$ cat src/sv/hbc_pkg.sv
`default_nettype none

package hbc_pkg;

  localparam int COORD_W    = 13;
  localparam int TPR_W      = 9;
  localparam int TAG_W      = 16;
  localparam int OFFSET_W   = 8;
  localparam int SLOT_W     = 2;
  localparam int CFG_INDEX_W = 2;
  localparam int CFG_DATA_W = 13;

  localparam int DEF_CACHE_ENTRIES = 4;
  localparam int TILE_SIZE         = 16;
  localparam int TILE_ROW_STRIDE   = 16;
  localparam int TILE_SHIFT        = $clog2(TILE_SIZE);
  localparam int TILE_COORD_W      = COORD_W - TILE_SHIFT;
  localparam int PROD_W            = TILE_COORD_W + TPR_W;
  localparam int OFF_FULL_W        = 16;

  localparam logic [COORD_W-1:0] RST_FIELD_COUNT_X = 13'd4096;
  localparam logic [COORD_W-1:0] RST_FIELD_COUNT_Z = 13'd4096;
  localparam logic [TPR_W-1:0]   RST_TILES_PER_ROW = 9'd256;

  typedef enum logic [CFG_INDEX_W-1:0] {
    REG_FIELD_COUNT_X = 2'd0,
    REG_FIELD_COUNT_Z = 2'd1,
    REG_TILES_PER_ROW = 2'd2
  } cfg_reg_t;

  typedef enum logic [1:0] {
    ST_IDLE,
    ST_CALC,
    ST_SEARCH,
    ST_DONE
  } state_t;

  typedef struct packed {
    logic [COORD_W-1:0] cell_x;
    logic [COORD_W-1:0] cell_z;
  } req_word_t;

  typedef struct packed {
    logic                hit;
    logic [SLOT_W-1:0]   slot;
    logic [OFFSET_W-1:0] cell_offset;
    logic [TAG_W-1:0]    fetch_tile;
  } rsp_word_t;

  typedef struct packed {
    logic [COORD_W-1:0] field_count_x;
    logic [COORD_W-1:0] field_count_z;
    logic [TPR_W-1:0]   tiles_per_row;
  } cfg_t;

  typedef struct packed {
    logic load;
    logic calc;
  } addr_ctl_t;

endpackage

`default_nettype wire

$ cat src/sv/heightfield_block_cache.sv
`default_nettype none
// Height field tile lookup with a small fully associative tag store.
// req channel (valid/ready): one word holds cell_x and cell_z. Each coordinate
// is clamped to its field count minus one, split into tile and in-tile
// offset, and the tile index is looked up in the tags.
// rsp channel (valid/ready): hit, slot, cell_offset, fetch_tile. On a miss the
// tile has been written into the slot under the round-robin pointer and the
// consumer fetches fetch_tile into that slot.
// cfg channel (valid/ready, always ready): cfg_index selects field_count_x,
// field_count_z or tiles_per_row; other indexes are dropped. Write only
// while idle.
// Path: IDLE accepts the req word and registers the clamped coordinates, CALC
// registers tile and offset, SEARCH compares tags from slot 0 up until the
// first match or the last slot (a miss fills), DONE loads the rsp register.
// One tag is read from the tag RAM and compared per cycle. One word is in
// flight at a time and req_ready is high only when idle.
// The result sits in an output register; the next req word is accepted while
// it waits, and a stalled rsp only holds the finished search before loading.
// Reset: all tags invalid, pointer zero, config registers to their defaults.
// No clearing pass is needed.

module heightfield_block_cache #(
  parameter int CACHE_ENTRIES = hbc_pkg::DEF_CACHE_ENTRIES
) (
  input  logic                            clk,
  input  logic                            rst,
  input  logic                            req_valid,
  output logic                            req_ready,
  input  hbc_pkg::req_word_t              req,
  output logic                            rsp_valid,
  input  logic                            rsp_ready,
  output hbc_pkg::rsp_word_t              rsp,
  input  logic                            cfg_valid,
  output logic                            cfg_ready,
  input  logic [hbc_pkg::CFG_INDEX_W-1:0] cfg_index,
  input  logic [hbc_pkg::CFG_DATA_W-1:0]  cfg_data
);

  localparam int IDX_W = (CACHE_ENTRIES > 1) ? $clog2(CACHE_ENTRIES) : 1;
  localparam logic [IDX_W-1:0] ENTRY_LAST = IDX_W'(CACHE_ENTRIES - 1);

  hbc_pkg::state_t           st;
  hbc_pkg::state_t           st_next;
  hbc_pkg::cfg_t             cfg;
  hbc_pkg::addr_ctl_t        addr_ctl;
  logic [IDX_W-1:0]          idx;
  logic [IDX_W-1:0]          idx_next;
  logic [IDX_W-1:0]          idx_inc;
  logic [IDX_W-1:0]          ptr;
  logic [IDX_W-1:0]          ptr_next;
  logic [IDX_W-1:0]          slot_idx;
  logic [IDX_W-1:0]          slot_idx_next;
  logic                      found;
  logic                      found_next;
  logic [IDX_W-1:0]          rd_addr;
  logic [hbc_pkg::TAG_W-1:0] rd_tag;
  logic [CACHE_ENTRIES-1:0]  tag_valid;
  logic                      tag_we;
  logic                      match;
  logic                      rsp_load;
  logic [hbc_pkg::TAG_W-1:0]    tile;
  logic [hbc_pkg::OFFSET_W-1:0] offset;

  assign cfg_ready = 1'b1;

  always_ff @(posedge clk) begin
    if (rst) begin
      cfg.field_count_x <= hbc_pkg::RST_FIELD_COUNT_X;
      cfg.field_count_z <= hbc_pkg::RST_FIELD_COUNT_Z;
      cfg.tiles_per_row <= hbc_pkg::RST_TILES_PER_ROW;
    end else if (cfg_valid && cfg_ready) begin
      case (cfg_index)
        hbc_pkg::REG_FIELD_COUNT_X: cfg.field_count_x <= cfg_data;
        hbc_pkg::REG_FIELD_COUNT_Z: cfg.field_count_z <= cfg_data;
        hbc_pkg::REG_TILES_PER_ROW: cfg.tiles_per_row <= hbc_pkg::TPR_W'(cfg_data);
        default: ;
      endcase
    end
  end

  hbc_addr_unit u_addr (
    .clk    (clk),
    .ctl    (addr_ctl),
    .req    (req),
    .cfg    (cfg),
    .tile   (tile),
    .offset (offset)
  );

  hbc_tag_store #(
    .CACHE_ENTRIES (CACHE_ENTRIES),
    .IDX_W         (IDX_W)
  ) u_tags (
    .clk     (clk),
    .rst     (rst),
    .we      (tag_we),
    .wr_addr (ptr),
    .wr_tag  (tile),
    .rd_addr (rd_addr),
    .rd_tag  (rd_tag),
    .valid   (tag_valid)
  );

  assign idx_inc = idx + 1'b1;
  assign match   = tag_valid[idx] && (rd_tag == tile);

  always_ff @(posedge clk) begin
    if (rst) begin
      st  <= hbc_pkg::ST_IDLE;
      ptr <= '0;
    end else begin
      st  <= st_next;
      ptr <= ptr_next;
    end
  end

  always_ff @(posedge clk) begin
    idx      <= idx_next;
    found    <= found_next;
    slot_idx <= slot_idx_next;
  end

  always_comb begin
    st_next       = st;
    idx_next      = idx;
    ptr_next      = ptr;
    found_next    = found;
    slot_idx_next = slot_idx;
    rd_addr       = idx_inc;
    tag_we        = 1'b0;
    req_ready     = 1'b0;
    rsp_load      = 1'b0;
    addr_ctl      = '0;
    case (st)
      hbc_pkg::ST_IDLE: begin
        req_ready = 1'b1;
        if (req_valid) begin
          addr_ctl.load = 1'b1;
          st_next       = hbc_pkg::ST_CALC;
        end
      end
      hbc_pkg::ST_CALC: begin
        addr_ctl.calc = 1'b1;
        rd_addr       = '0;
        idx_next      = '0;
        st_next       = hbc_pkg::ST_SEARCH;
      end
      hbc_pkg::ST_SEARCH: begin
        if (match) begin
          found_next    = 1'b1;
          slot_idx_next = idx;
          st_next       = hbc_pkg::ST_DONE;
        end else if (idx == ENTRY_LAST) begin
          found_next    = 1'b0;
          slot_idx_next = ptr;
          tag_we        = 1'b1;
          ptr_next      = (ptr == ENTRY_LAST) ? '0 : ptr + 1'b1;
          st_next       = hbc_pkg::ST_DONE;
        end else begin
          idx_next = idx_inc;
        end
      end
      hbc_pkg::ST_DONE: begin
        if (!rsp_valid || rsp_ready) begin
          rsp_load = 1'b1;
          st_next  = hbc_pkg::ST_IDLE;
        end
      end
      default: st_next = hbc_pkg::ST_IDLE;
    endcase
  end

  always_ff @(posedge clk) begin
    if (rst) begin
      rsp_valid <= 1'b0;
    end else if (rsp_load) begin
      rsp_valid <= 1'b1;
    end else if (rsp_ready) begin
      rsp_valid <= 1'b0;
    end
  end

  always_ff @(posedge clk) begin
    if (rsp_load) begin
      rsp.hit         <= found;
      rsp.slot        <= hbc_pkg::SLOT_W'(slot_idx);
      rsp.cell_offset <= offset;
      rsp.fetch_tile  <= tile;
    end
  end

  // miss fill leaves the filled entry valid
  a_fill_valid: assert property (@(posedge clk) disable iff (rst)
    tag_we |=> tag_valid[$past(ptr)])
    else $error("filled tag entry not valid");

  a_ptr_on_fill: assert property (@(posedge clk) disable iff (rst)
    (!$past(rst) && !$stable(ptr)) |-> $past(tag_we))
    else $error("replace pointer moved without a fill");

  a_no_fill_on_hit: assert property (@(posedge clk) disable iff (rst)
    tag_we |-> !match)
    else $error("fill while a tag matched");

  a_idx_range: assert property (@(posedge clk) disable iff (rst)
    (st == hbc_pkg::ST_SEARCH) |-> (idx <= ENTRY_LAST))
    else $error("search index past last entry");

endmodule

`default_nettype wire

$ cat src/sv/hbc_addr_unit.sv
`default_nettype none

module hbc_addr_unit (
  input  logic                            clk,
  input  hbc_pkg::addr_ctl_t              ctl,
  input  hbc_pkg::req_word_t              req,
  input  hbc_pkg::cfg_t                   cfg,
  output logic [hbc_pkg::TAG_W-1:0]       tile,
  output logic [hbc_pkg::OFFSET_W-1:0]    offset
);

  logic [hbc_pkg::COORD_W-1:0]      x;
  logic [hbc_pkg::COORD_W-1:0]      z;
  logic [hbc_pkg::COORD_W-1:0]      x_clamped;
  logic [hbc_pkg::COORD_W-1:0]      z_clamped;
  logic [hbc_pkg::TILE_COORD_W-1:0] tx;
  logic [hbc_pkg::TILE_COORD_W-1:0] tz;
  logic [hbc_pkg::TILE_SHIFT-1:0]   ox;
  logic [hbc_pkg::TILE_SHIFT-1:0]   oz;
  logic [hbc_pkg::PROD_W-1:0]       tile_sum;
  logic [hbc_pkg::OFF_FULL_W-1:0]   off_sum;

  function automatic logic [hbc_pkg::COORD_W-1:0] clamp(
    input logic [hbc_pkg::COORD_W-1:0] c,
    input logic [hbc_pkg::COORD_W-1:0] count
  );
    logic [hbc_pkg::COORD_W-1:0] last;
    last = (count == '0) ? '0 : count - 1'b1;
    return (c > last) ? last : c;
  endfunction

  assign x_clamped = clamp(req.cell_x, cfg.field_count_x);
  assign z_clamped = clamp(req.cell_z, cfg.field_count_z);

  assign tx = x[hbc_pkg::COORD_W-1:hbc_pkg::TILE_SHIFT];
  assign tz = z[hbc_pkg::COORD_W-1:hbc_pkg::TILE_SHIFT];
  assign ox = x[hbc_pkg::TILE_SHIFT-1:0];
  assign oz = z[hbc_pkg::TILE_SHIFT-1:0];

  assign tile_sum = hbc_pkg::PROD_W'(tz) * hbc_pkg::PROD_W'(cfg.tiles_per_row)
                  + hbc_pkg::PROD_W'(tx);
  assign off_sum  = hbc_pkg::OFF_FULL_W'(oz)
                  * hbc_pkg::OFF_FULL_W'(hbc_pkg::TILE_ROW_STRIDE)
                  + hbc_pkg::OFF_FULL_W'(ox);

  always_ff @(posedge clk) begin
    if (ctl.load) begin
      x <= x_clamped;
      z <= z_clamped;
    end
    if (ctl.calc) begin
      tile   <= hbc_pkg::TAG_W'(tile_sum);
      offset <= hbc_pkg::OFFSET_W'(off_sum);
    end
  end

endmodule

`default_nettype wire

$ cat src/sv/hbc_tag_store.sv
`default_nettype none

module hbc_tag_store #(
  parameter int CACHE_ENTRIES = hbc_pkg::DEF_CACHE_ENTRIES,
  parameter int IDX_W         = (CACHE_ENTRIES > 1) ? $clog2(CACHE_ENTRIES) : 1
) (
  input  logic                       clk,
  input  logic                       rst,
  input  logic                       we,
  input  logic [IDX_W-1:0]           wr_addr,
  input  logic [hbc_pkg::TAG_W-1:0]  wr_tag,
  input  logic [IDX_W-1:0]           rd_addr,
  output logic [hbc_pkg::TAG_W-1:0]  rd_tag,
  output logic [CACHE_ENTRIES-1:0]   valid
);

  logic [hbc_pkg::TAG_W-1:0] mem [CACHE_ENTRIES];

  always_ff @(posedge clk) begin
    if (we) begin
      mem[wr_addr] <= wr_tag;
    end
    rd_tag <= mem[rd_addr];
  end

  always_ff @(posedge clk) begin
    if (rst) begin
      valid <= '0;
    end else if (we) begin
      valid[wr_addr] <= 1'b1;
    end
  end

endmodule

`default_nettype wire
$ cat config.mk
export PLATFORM = sky130hd
export DESIGN_NAME = heightfield_block_cache
export DESIGN_NICKNAME = d
export VERILOG_FILES = /design/src/sv/hbc_pkg.sv /design/src/sv/heightfield_block_cache.sv /design/src/sv/hbc_addr_unit.sv /design/src/sv/hbc_tag_store.sv
export SDC_FILE = /design/constraint.sdc
export NUM_CORES = 1
export LEC_CHECK = 0
export BUFFER_PORTS_ARGS = -buffer_cell sky130_fd_sc_hd__buf_2
export CORE_MARGIN = 10
export CORE_UTILIZATION = 43
export DETAILED_ROUTE_END_ITERATION = 10
export GPL_TIMING_DRIVEN = 1
export HOLD_SLACK_MARGIN = 0.05
export PLACE_DENSITY = 0.6
export SYNTH_ARGS = -nofsm -noshare
export SYNTH_HDL_FRONTEND = slang
export SYNTH_HIERARCHICAL = 1
export SYNTH_SLANG_ARGS = --single-unit
$ cat constraint.sdc
create_clock -name clk -period 5.8 [get_ports clk]
set_clock_uncertainty 0.2 [all_clocks]
set_input_delay 0.58 -clock clk [delete_from_list [all_inputs] [get_ports clk]]
set_output_delay 0.58 -clock clk [all_outputs]
set_load 0.05 [all_outputs]
==> metrics.txt, run 1 <==
Synth warnings 6; Vias per Instance 5.11; Max Slew Vio Count 0; post-synthesis sequential area ratio 48.3%; count of final setup violators 0; worst ir drop on vdd 0.000198 V; Mapped Cells 972; clk slew on worst S/H paths 0.06 ns; H-tree depth 1; postcts setup bufs 0; syn_nets 1150; area leader, netlist edfxtp_1; gr usage total 14.0%; commonest non-fill, non-tap cell in the layout edfxtp_1; number of flops mapped to enable cells by yosys 146; Synth top area share 37.9%; Layout area overhead 12.6%; initial antenna violation count 0; crit-path leading delay family adder cells; Worst Setup End Kind register; clock buffer depth 3; via count 7179; worst reg2reg setup slack 0.36 ns; Hold Slack 0.118 ns; total negative slack 0 ns; DP HPWL 17.6 mm; Power Dens Cells 398 mW/mm2; vias in the first global route 7346; maximum achievable frequency 184 MHz; ANT nets after route 0; Pre-Repair DR Iteration Count 4; Hold Buf Count CTS 0; CTS resizes 0; Hold Path Class in -> reg; CP peak stage delay 0.56 ns; die width 184 um; DRC 0; most frequent cells in the layout 146 x edfxtp_1, 119 x nand2_1, 109 x inv_1; largest net degree at the start of global routing 45; fraction of layout cells with a size suffix above 1 15.0%; IO Pins 76; fillers 2381; sequential cell area 0.00559 mm2; first-pass GRT wire length 38.4 mm; Die Ht 184 um; Multi-input gate area 0.00546 mm2; Synth Flop Type edfxtp_1; drt initial violations 292; unrepaired setup endpoints after global routing no; grt ovf 0; #FFs+latches synth 206; WL/cell 16.7 um; Netlist cell types 67; Final Wtd Congestion 0.854; Worst-Skew Late Latency 0.51 ns; Syn Area/Cell 11.9 um2; Tcrit/Tclk final 93.8%; cell area after synthesis 0.0116 mm2; critical path fanouts, max 9; Worst-Margin Slew 0.988 ns; Pleak 5.67 nW; status complete, no violations; CTS Root Cell clkbuf_16; slowest cell on the critical path fa_1; asr flop ratio synth 0%; Area contributors post-synth edfxtp_1 38%, dfxtp_1 10%, fa_1 9.3%; nets@finish 1231; worst path arrival time 5.50 ns; initial core utilization 44.0%; CP most frequent cell fa_1; total core area 0.0263 mm2; max-cap violation count 0; # rows 59; CP cell instances and2_1 -> fa_1 -> fa_1 -> inv_1 -> fa_1 -> inv_1 -> fa_1 -> inv_1 -> fa_1 -> inv_1 -> ha_1 -> a2111o_1 -> o22a_1 -> a211o_1 -> a21oi_1 -> xnor2_1; Inserted Clock Buffers 23; Buf+Inv Stages, Crit Path 4; clk sink count 206; design area 0.0130 mm2; CTS tree built; PortBufs 74; post-placement cell area 0.0123 mm2; startpoint types register; Critical Path RT 5.86 ns; CP Class reg -> reg; die area 0.0339 mm2; min cycle time layout 5.44 ns; final WL 23.5 mm; max_slew headroom 34.0%; ant diodes 0; Final Hold Fails 0
-- cell families after synthesis --
kind of cell             synth area share [%]
AO/OA/AOI/OAI                            5.58
XOR/XNOR                                 3.71
adder cells (fa/ha/maj)                  17.8
buffers and inverters                    4.81
flip-flops                               48.3
multiplexers                             7.00
other                                  0.0324
AND/OR/NAND/NOR                          12.8
-- registers in the layout, summed over array words and instances, names as in the netlist --
signal / count
st: 2
rsp: 27
u_tags/rd_tag: 16
rsp_valid: 1
u_addr/z: 13
u_addr/offset: 8
slot_idx: 2
u_addr/tile: 16
u_addr/x: 13
found: 1
idx: 2
cfg: 35
ptr: 2
u_tags/mem: 64
u_tags/valid: 4
-- per-layer routing --
metal  share of wire, %  GRT usage, %  vias to the layer above
li1                   -             -                     3525
met1                 45          17.8                     3509
met2                 49          24.3                      112
met3                3.7          2.33                       33
met4                2.3          3.57                        0
met5                  0             0                        -
-- worst paths after layout --
kind	endpoint	depth (start not counted)	start
hold reg to reg	u_addr/offset[4]	0	u_addr/z[0]
setup / recovery	u_addr/tile[12]	16	u_addr/z[5]
setup reg to reg	u_addr/tile[12]	16	u_addr/z[5]
hold / removal	cfg[19]	3	cfg_data[10]
-- through the flow --
step	cells	setup slack (ns)	total power, mW	utilization, %
2_1_floorplan	972	0.575	3.45	-
3_3_place_gp	1363	0.493	3.85	46.9
3_5_place_dp	1363	0.343	3.89	46.9
4_1_cts	1405	0.355	5.26	49.6
5_1_grt	1405	0.103	5.52	49.6
6_report	1405	0.357	5.19	49.6
-- area by class of cell --
type,count,share of cell area [%]
multi-input combinational,629,41.9
sequential,206,42.9
timing repair buffer,84,3.42
clock buffer,36,5.10
clock inverter,6,0.375
inverter,109,3.14
tap,335,3.22
-- cell usage after synthesis (9+ instances only) --
| library cell | count |
|---|---|
| nand2_1 | 119 |
| xnor2_1 | 29 |
| clkbuf_1 | 18 |
| mux4_2 | 10 |
| ha_1 | 78 |
| and2_1 | 40 |
| nand3_1 | 11 |
| a21oi_1 | 46 |
| o21ai_0 | 12 |
| nor2_1 | 36 |
| dfxtp_1 | 60 |
| xor2_1 | 20 |
| fa_1 | 54 |
| a21o_1 | 11 |
| nor3_1 | 9 |
| edfxtp_1 | 146 |
| mux2i_1 | 37 |
| inv_1 | 109 |
| nand2_2 | 9 |
-- power breakdown --
part / internal (mW) / switching [mW] / total [mW] / leakage, nW
clock network: 0.792 / 0.561 / 1.35 / 0.351
registers: 1.98 / 0.220 / 2.20 / 1.83
logic: 0.698 / 0.932 / 1.63 / 3.49
-- worst min-delay path, stage by stage --
cell     delay, ns
buf_2         0.11
nand2_1       0.05
a21oi_1       0.05
Note: power is estimated with default switching activity, not from simulation.
==> run 2, diff against run 1 <==
CELL_PAD_IN_SITES_DETAIL_PLACEMENT = 1   (was default)
CELL_PAD_IN_SITES_GLOBAL_PLACEMENT = 1   (was default)
PLACE_DENSITY = 0.71   (was 0.6)
==> metrics.txt, run 2 (synthesis gave the netlist of run 1 again) <==
nets@finish 1232; sw power 1.79 mW; Final Hold Fails 0; DP HPWL 20.1 mm; reg2reg start u_addr/z[5]; die area 0.0339 mm2; Tcrit/Tclk final 94.4%; final WL 26.4 mm; ANT nets after route 0; Comb pwr share 31.6%; worst path arrival time 5.52 ns; Pre-Repair DR Iteration Count 4; # rows 59; ant diodes 0; Post-Place Setup Slack 0.325 ns; min cycle time layout 5.48 ns; CTS tree built; CP most frequent cell fa_1; worst hold start cfg_data[12]; largest net degree at the start of global routing 45; PortBufs 74; met1 Use GR 19.8%; CP cell instances and2_1 -> fa_1 -> fa_1 -> inv_1 -> fa_1 -> inv_1 -> fa_1 -> inv_1 -> fa_1 -> inv_1 -> ha_1 -> a2111o_1 -> o22a_1 -> a211o_1 -> a21oi_1 -> xnor2_1; Die Ht 184 um; CTS resizes 0; met3 usage 2.25%; CP Class reg -> reg; worst ir drop on vdd 0.000182 V; Layout area overhead 13.1%; Final Wtd Congestion 0.816; most frequent cells in the layout 146 x edfxtp_1, 119 x nand2_1, 109 x inv_1; max reg flops 64; Inserted Clock Buffers 23; grt ovf 0; crit path capture u_addr/tile[14]; Worst Setup End Kind register; die width 184 um; slowest cell on the critical path fa_1; gr usage total 15.8%; max-cap violation count 0; Hold Path Class in -> reg; vias in the first global route 8008; total core area 0.0263 mm2; worst setup margin 0.323 ns; Seq pwr share 41.3%; M2 GR Usage 28.2%; Critical Path RT 5.84 ns; Pint 3.55 mW; GRT busiest layer met2; unrepaired setup endpoints after global routing no; CP peak stage delay 0.55 ns; via count 7320; Final Core Density 49.8%; biggest regs u_tags/mem (64), cfg (35), rsp (27); worst reg2reg setup slack 0.32 ns; Vias per Instance 5.21; Power Dens Cells 408 mW/mm2; commonest non-fill, non-tap cell in the layout edfxtp_1; H-tree depth 1; worst-case reg-to-reg path depth 16; initial antenna violation count 0; Worst-Margin Slew 1.11 ns; switching share of power 33.4%; Worst Setup SP u_addr/z[5]; Max Slew Vio Count 0; first-pass GRT wire length 42.8 mm; fraction of layout cells with a size suffix above 1 15.7%; DRC 0; critical path fanouts, max 9; startpoint types register; clk sink count 206; maximum achievable frequency 183 MHz; count of final setup violators 0; reg-to-reg endpoint u_addr/tile[14]; CTS Root Cell clkbuf_16; postcts setup bufs 0; clock buffer depth 3; largest reg by FF count u_tags/mem; drt initial violations 246; total negative slack 0 ns; Worst-Skew Late Latency 0.51 ns; status complete, no violations; # placed instances 1364; Pleak 5.68 nW; IO Pins 76; power share of the clock group 27.2%; WL/cell 18.8 um; max_slew headroom 26.2%; initial core utilization 44.0%; Hold Buf Count CTS 0; clk slew on worst S/H paths 0.06 ns; Final Non-Filler Cells 1406
run 2: cell count changes in the layout (fill, tap and decap cells not counted), sizes merged:
cell,previous run,this run
clkbuf,36,30
clkinvlp,0,5
bufinv,0,2
buf,84,85
inv,111,110
run 2: metal layers:
metal,vias up,part of all wire [%]
li1,3522,-
met1,3663,45
met5,-,0
met3,34,3.0
met4,0,1.5
met2,101,51
run 2: power groups by stage:
stage               Clock [mW]  Combinational (mW)  Sequential [mW]
finish                    1.45                1.68             2.20
global route              1.55                1.88             2.24
CTS                       1.49                1.73             2.21
detailed placement           0                1.71             2.24
global placement             0                1.65             2.22
floorplan                    0                1.25             2.21
run 2: metrics by stage:
step | power (mW) | hold WS, ns | cell area, um2
2_1_floorplan | 3.45 | 0.200 | 11600
3_3_place_gp | 3.86 | 0.201 | 12300
3_5_place_dp | 3.95 | 0.205 | 12300
4_1_cts | 5.42 | 0.0859 | 13100
5_1_grt | 5.68 | 0.108 | 13100
6_report | 5.34 | 0.101 | 13100
run 2: cell type report:
class | count | area [um2]
clock buffer | 30 | 632
tap | 335 | 419
clock inverter | 12 | 129
timing repair buffer | 85 | 453
multi-input combinational | 629 | 5460
inverter | 109 | 409
fill | 2796 | 13200
sequential | 206 | 5590
run 2: worst min-delay path by stage:
stage,to,slack (ns),depth (start not counted)
after floorplan,rsp[16],0.20,0
after global placement,rsp[21],0.20,0
after detailed placement,rsp[26],0.21,0
after CTS,cfg[34],0.09,3
after global routing,cfg[31],0.11,3
final,cfg[34],0.10,3
run 2: worst max-delay path, delay by kind of cell, from the launching register on:
family / cells / cell delay, ns
fa+ha+maj: 6 / 2.84
compound gates: 4 / 1.13
flops: 1 / 0.50
simple gates: 1 / 0.23
buf+inv: 4 / 0.20
xor+xnor: 1 / 0.10
==> run 3, diff against run 2 <==
ABC_AREA = 1   (was default)
PLACE_DENSITY = 0.75   (was 0.71)
==> metrics.txt, run 3 <==
status complete, no violations; worst reg2reg setup slack 0.74 ns; Comb pwr share 39.5%; most frequent cells in the layout 392 x nand2_1, 294 x inv_1, 153 x nor2_1; Final Wtd Congestion 0.887; area leader, netlist edfxtp_1; clk slew on worst S/H paths 0.06 ns; Post-Place Setup Slack 0.740 ns; gr usage total 17.3%; CP most frequent cell fa_1; count of final setup violators 0; synth cell count leaders 392 x nand2_1, 294 x inv_1, 154 x nor2_1; Die Ht 192 um; largest reg by FF count u_tags/mem; maximum achievable frequency 197 MHz; Pint 3.63 mW; die area 0.0369 mm2; ant diodes 0; Pleak 7.22 nW; Area contributors post-synth edfxtp_1 34%, nand2_1 12%, dfxtp_1 9.4%; worst hold start cfg_data[12]; initial antenna violation count 0; max-cap violation count 0; worst ir drop on vdd 0.000213 V; die width 192 um; largest net degree at the start of global routing 40; Max Slew Vio Count 0; post-synthesis sequential area ratio 43.9%; biggest regs u_tags/mem (64), cfg (35), rsp (27); slowest cell on the critical path fa_1; CTS Root Cell clkbuf_16; Hold Path End cfg[34]; Worst-Margin Slew 1.16 ns; Worst Setup End Kind register; Pre-Repair DR Iteration Count 4; PortBufs 74; Synth warnings 6; CP Class reg -> reg; Mapped Cells 1499; unrepaired setup endpoints after global routing no; Syn Area/Cell 8.49 um2; Hold Path Class in -> reg; Hold Buf Count CTS 0; Synth top area share 34.4%; fillers 3472; cell area after synthesis 0.0127 mm2; via count 9510; number of flops mapped to enable cells by yosys 146; ANT nets after route 0; DRC 0; reg2reg start u_addr/z[4]; Worst-Skew Late Latency 0.53 ns; Seq pwr share 37.6%; worst path arrival time 5.14 ns; H-tree depth 1; critical path fanouts, max 9; CP cell instances nand2_1 -> fa_1 -> fa_1 -> inv_1 -> fa_1 -> fa_1 -> inv_1 -> fa_1 -> inv_1 -> ha_1 -> a21oi_1 -> o21ai_0 -> nand3b_1 -> xor2_1; total negative slack 0 ns; syn_nets 1677; vias in the first global route 10.4k; sw power 2.47 mW; worst-case reg-to-reg path depth 14; clock buffer depth 3; count leader, synth nand2_1; power share of the clock group 22.9%; initial core utilization 44.0%; startpoint types register; CTS resizes 0; reg-to-reg endpoint u_addr/tile[11]; postcts setup bufs 0; Layout area overhead 10.6%; total core area 0.0289 mm2; fraction of layout cells with a size suffix above 1 10.9%; worst setup margin 0.736 ns; grt ovf 0; IO Pins 76; drt initial violations 287; switching share of power 40.5%; Tcrit/Tclk final 87.3%; commonest non-fill, non-tap cell in the layout nand2_1; #FFs+latches synth 206; final WL 31.2 mm; max reg flops 64; first-pass GRT wire length 51.9 mm; min cycle time layout 5.06 ns; Final Hold Fails 0; Inserted Clock Buffers 24; asr flop ratio synth 0%; Synth Flop Type edfxtp_1; DP HPWL 24.0 mm; clk sink count 206; Power Dens Cells 434 mW/mm2; CTS tree built; Critical Path RT 5.88 ns; Vias per Instance 4.85; Netlist cell types 45; max_slew headroom 22.2%; CP peak stage delay 0.57 ns; WL/cell 15.9 um; nets@finish 1736; cell count of the worst hold path 3; # rows 62
-- run 3: changes by cell type in the layout (fill, tap and decap cells not counted), sizes merged, moves of 14 or more --
cell,before,now
inv,110,307
and2,40,0
mux4,16,0
a21oi,47,33
o21ai,13,40
xnor2,29,8
nand2,128,415
nor2,36,168
nand3,11,101
mux2i,37,0
-- run 3: kinds of logic (layout without fill, tap and decap cells) --
group	after synthesis	in the layout	synth area share, %
fa+ha+maj	132	132	16.2
buf+inv	351	427	11.1
compound gates	83	83	3.51
simple gates	701	701	23.5
other cells	1	1	0.0295
flops	206	206	43.9
mux	1	1	0.118
xor+xnor	24	24	1.65
-- run 3: power groups by stage --
stage	registers, mW	clock network, mW	logic, mW
2_1_floorplan	2.28	0	1.82
3_3_place_gp	2.31	0	2.34
3_5_place_dp	2.33	0	2.43
4_1_cts	2.30	1.44	2.45
5_1_grt	2.34	1.50	2.78
6_report	2.30	1.40	2.41
-- run 3: routing by layer --
| metal | vias to the layer above | track usage (%) | share of wire (%) |
|---|---|---|---|
| li1 | 4740 | - | - |
| met1 | 4613 | 19.9 | 42 |
| met2 | 107 | 32.8 | 53 |
| met3 | 50 | 2.39 | 2.8 |
| met4 | 0 | 4.44 | 2.2 |
| met5 | - | 0 | 0 |
-- run 3: critical path, delay by kind of cell (launching register included) --
kind | cells | cell delay [ns]
XOR/XNOR | 1 | 0.15
AO/OA/AOI/OAI | 2 | 0.44
buffers and inverters | 3 | 0.15
adder cells (fa/ha/maj) | 6 | 3.00
AND/OR/NAND/NOR | 2 | 0.35
flip-flops | 1 | 0.53
-- run 3: how the worst max path moves through the flow --
stage,endpoint,from
after floorplan,u_addr/tile[10],cfg[2]
after global placement,u_addr/tile[11],u_addr/z[7]
after detailed placement,u_addr/tile[11],u_addr/z[7]
after CTS,u_addr/tile[11],u_addr/z[4]
after global routing,u_addr/tile[14],cfg[2]
final,u_addr/tile[11],u_addr/z[4]
-- run 3: area by class of cell --
cell class                      instances  area, um2  share of cell area [%]
Multi-Input combinational cell        942       5740                    40.7
Timing Repair Buffer                   77        393                    2.79
Clock inverter                          9       83.8                   0.595
Inverter                              307       1150                    8.20
Sequential cell                       206       5590                    39.7
Tap cell                              384        480                    3.41
Clock buffer                           34        648                    4.60
-- run 3: stage by stage --
step,total power [mW],hold slack (ns),util [%],cells,area [um2]
floorplan,4.10,0.200,-,1499,12700
global route,6.62,0.100,48.7,1959,14100
finish,6.11,0.113,48.7,1959,14100
CTS,6.20,0.0875,48.7,1959,14100
detailed placement,4.76,0.206,46.1,1916,13400
global placement,4.65,0.202,46.1,1916,13400
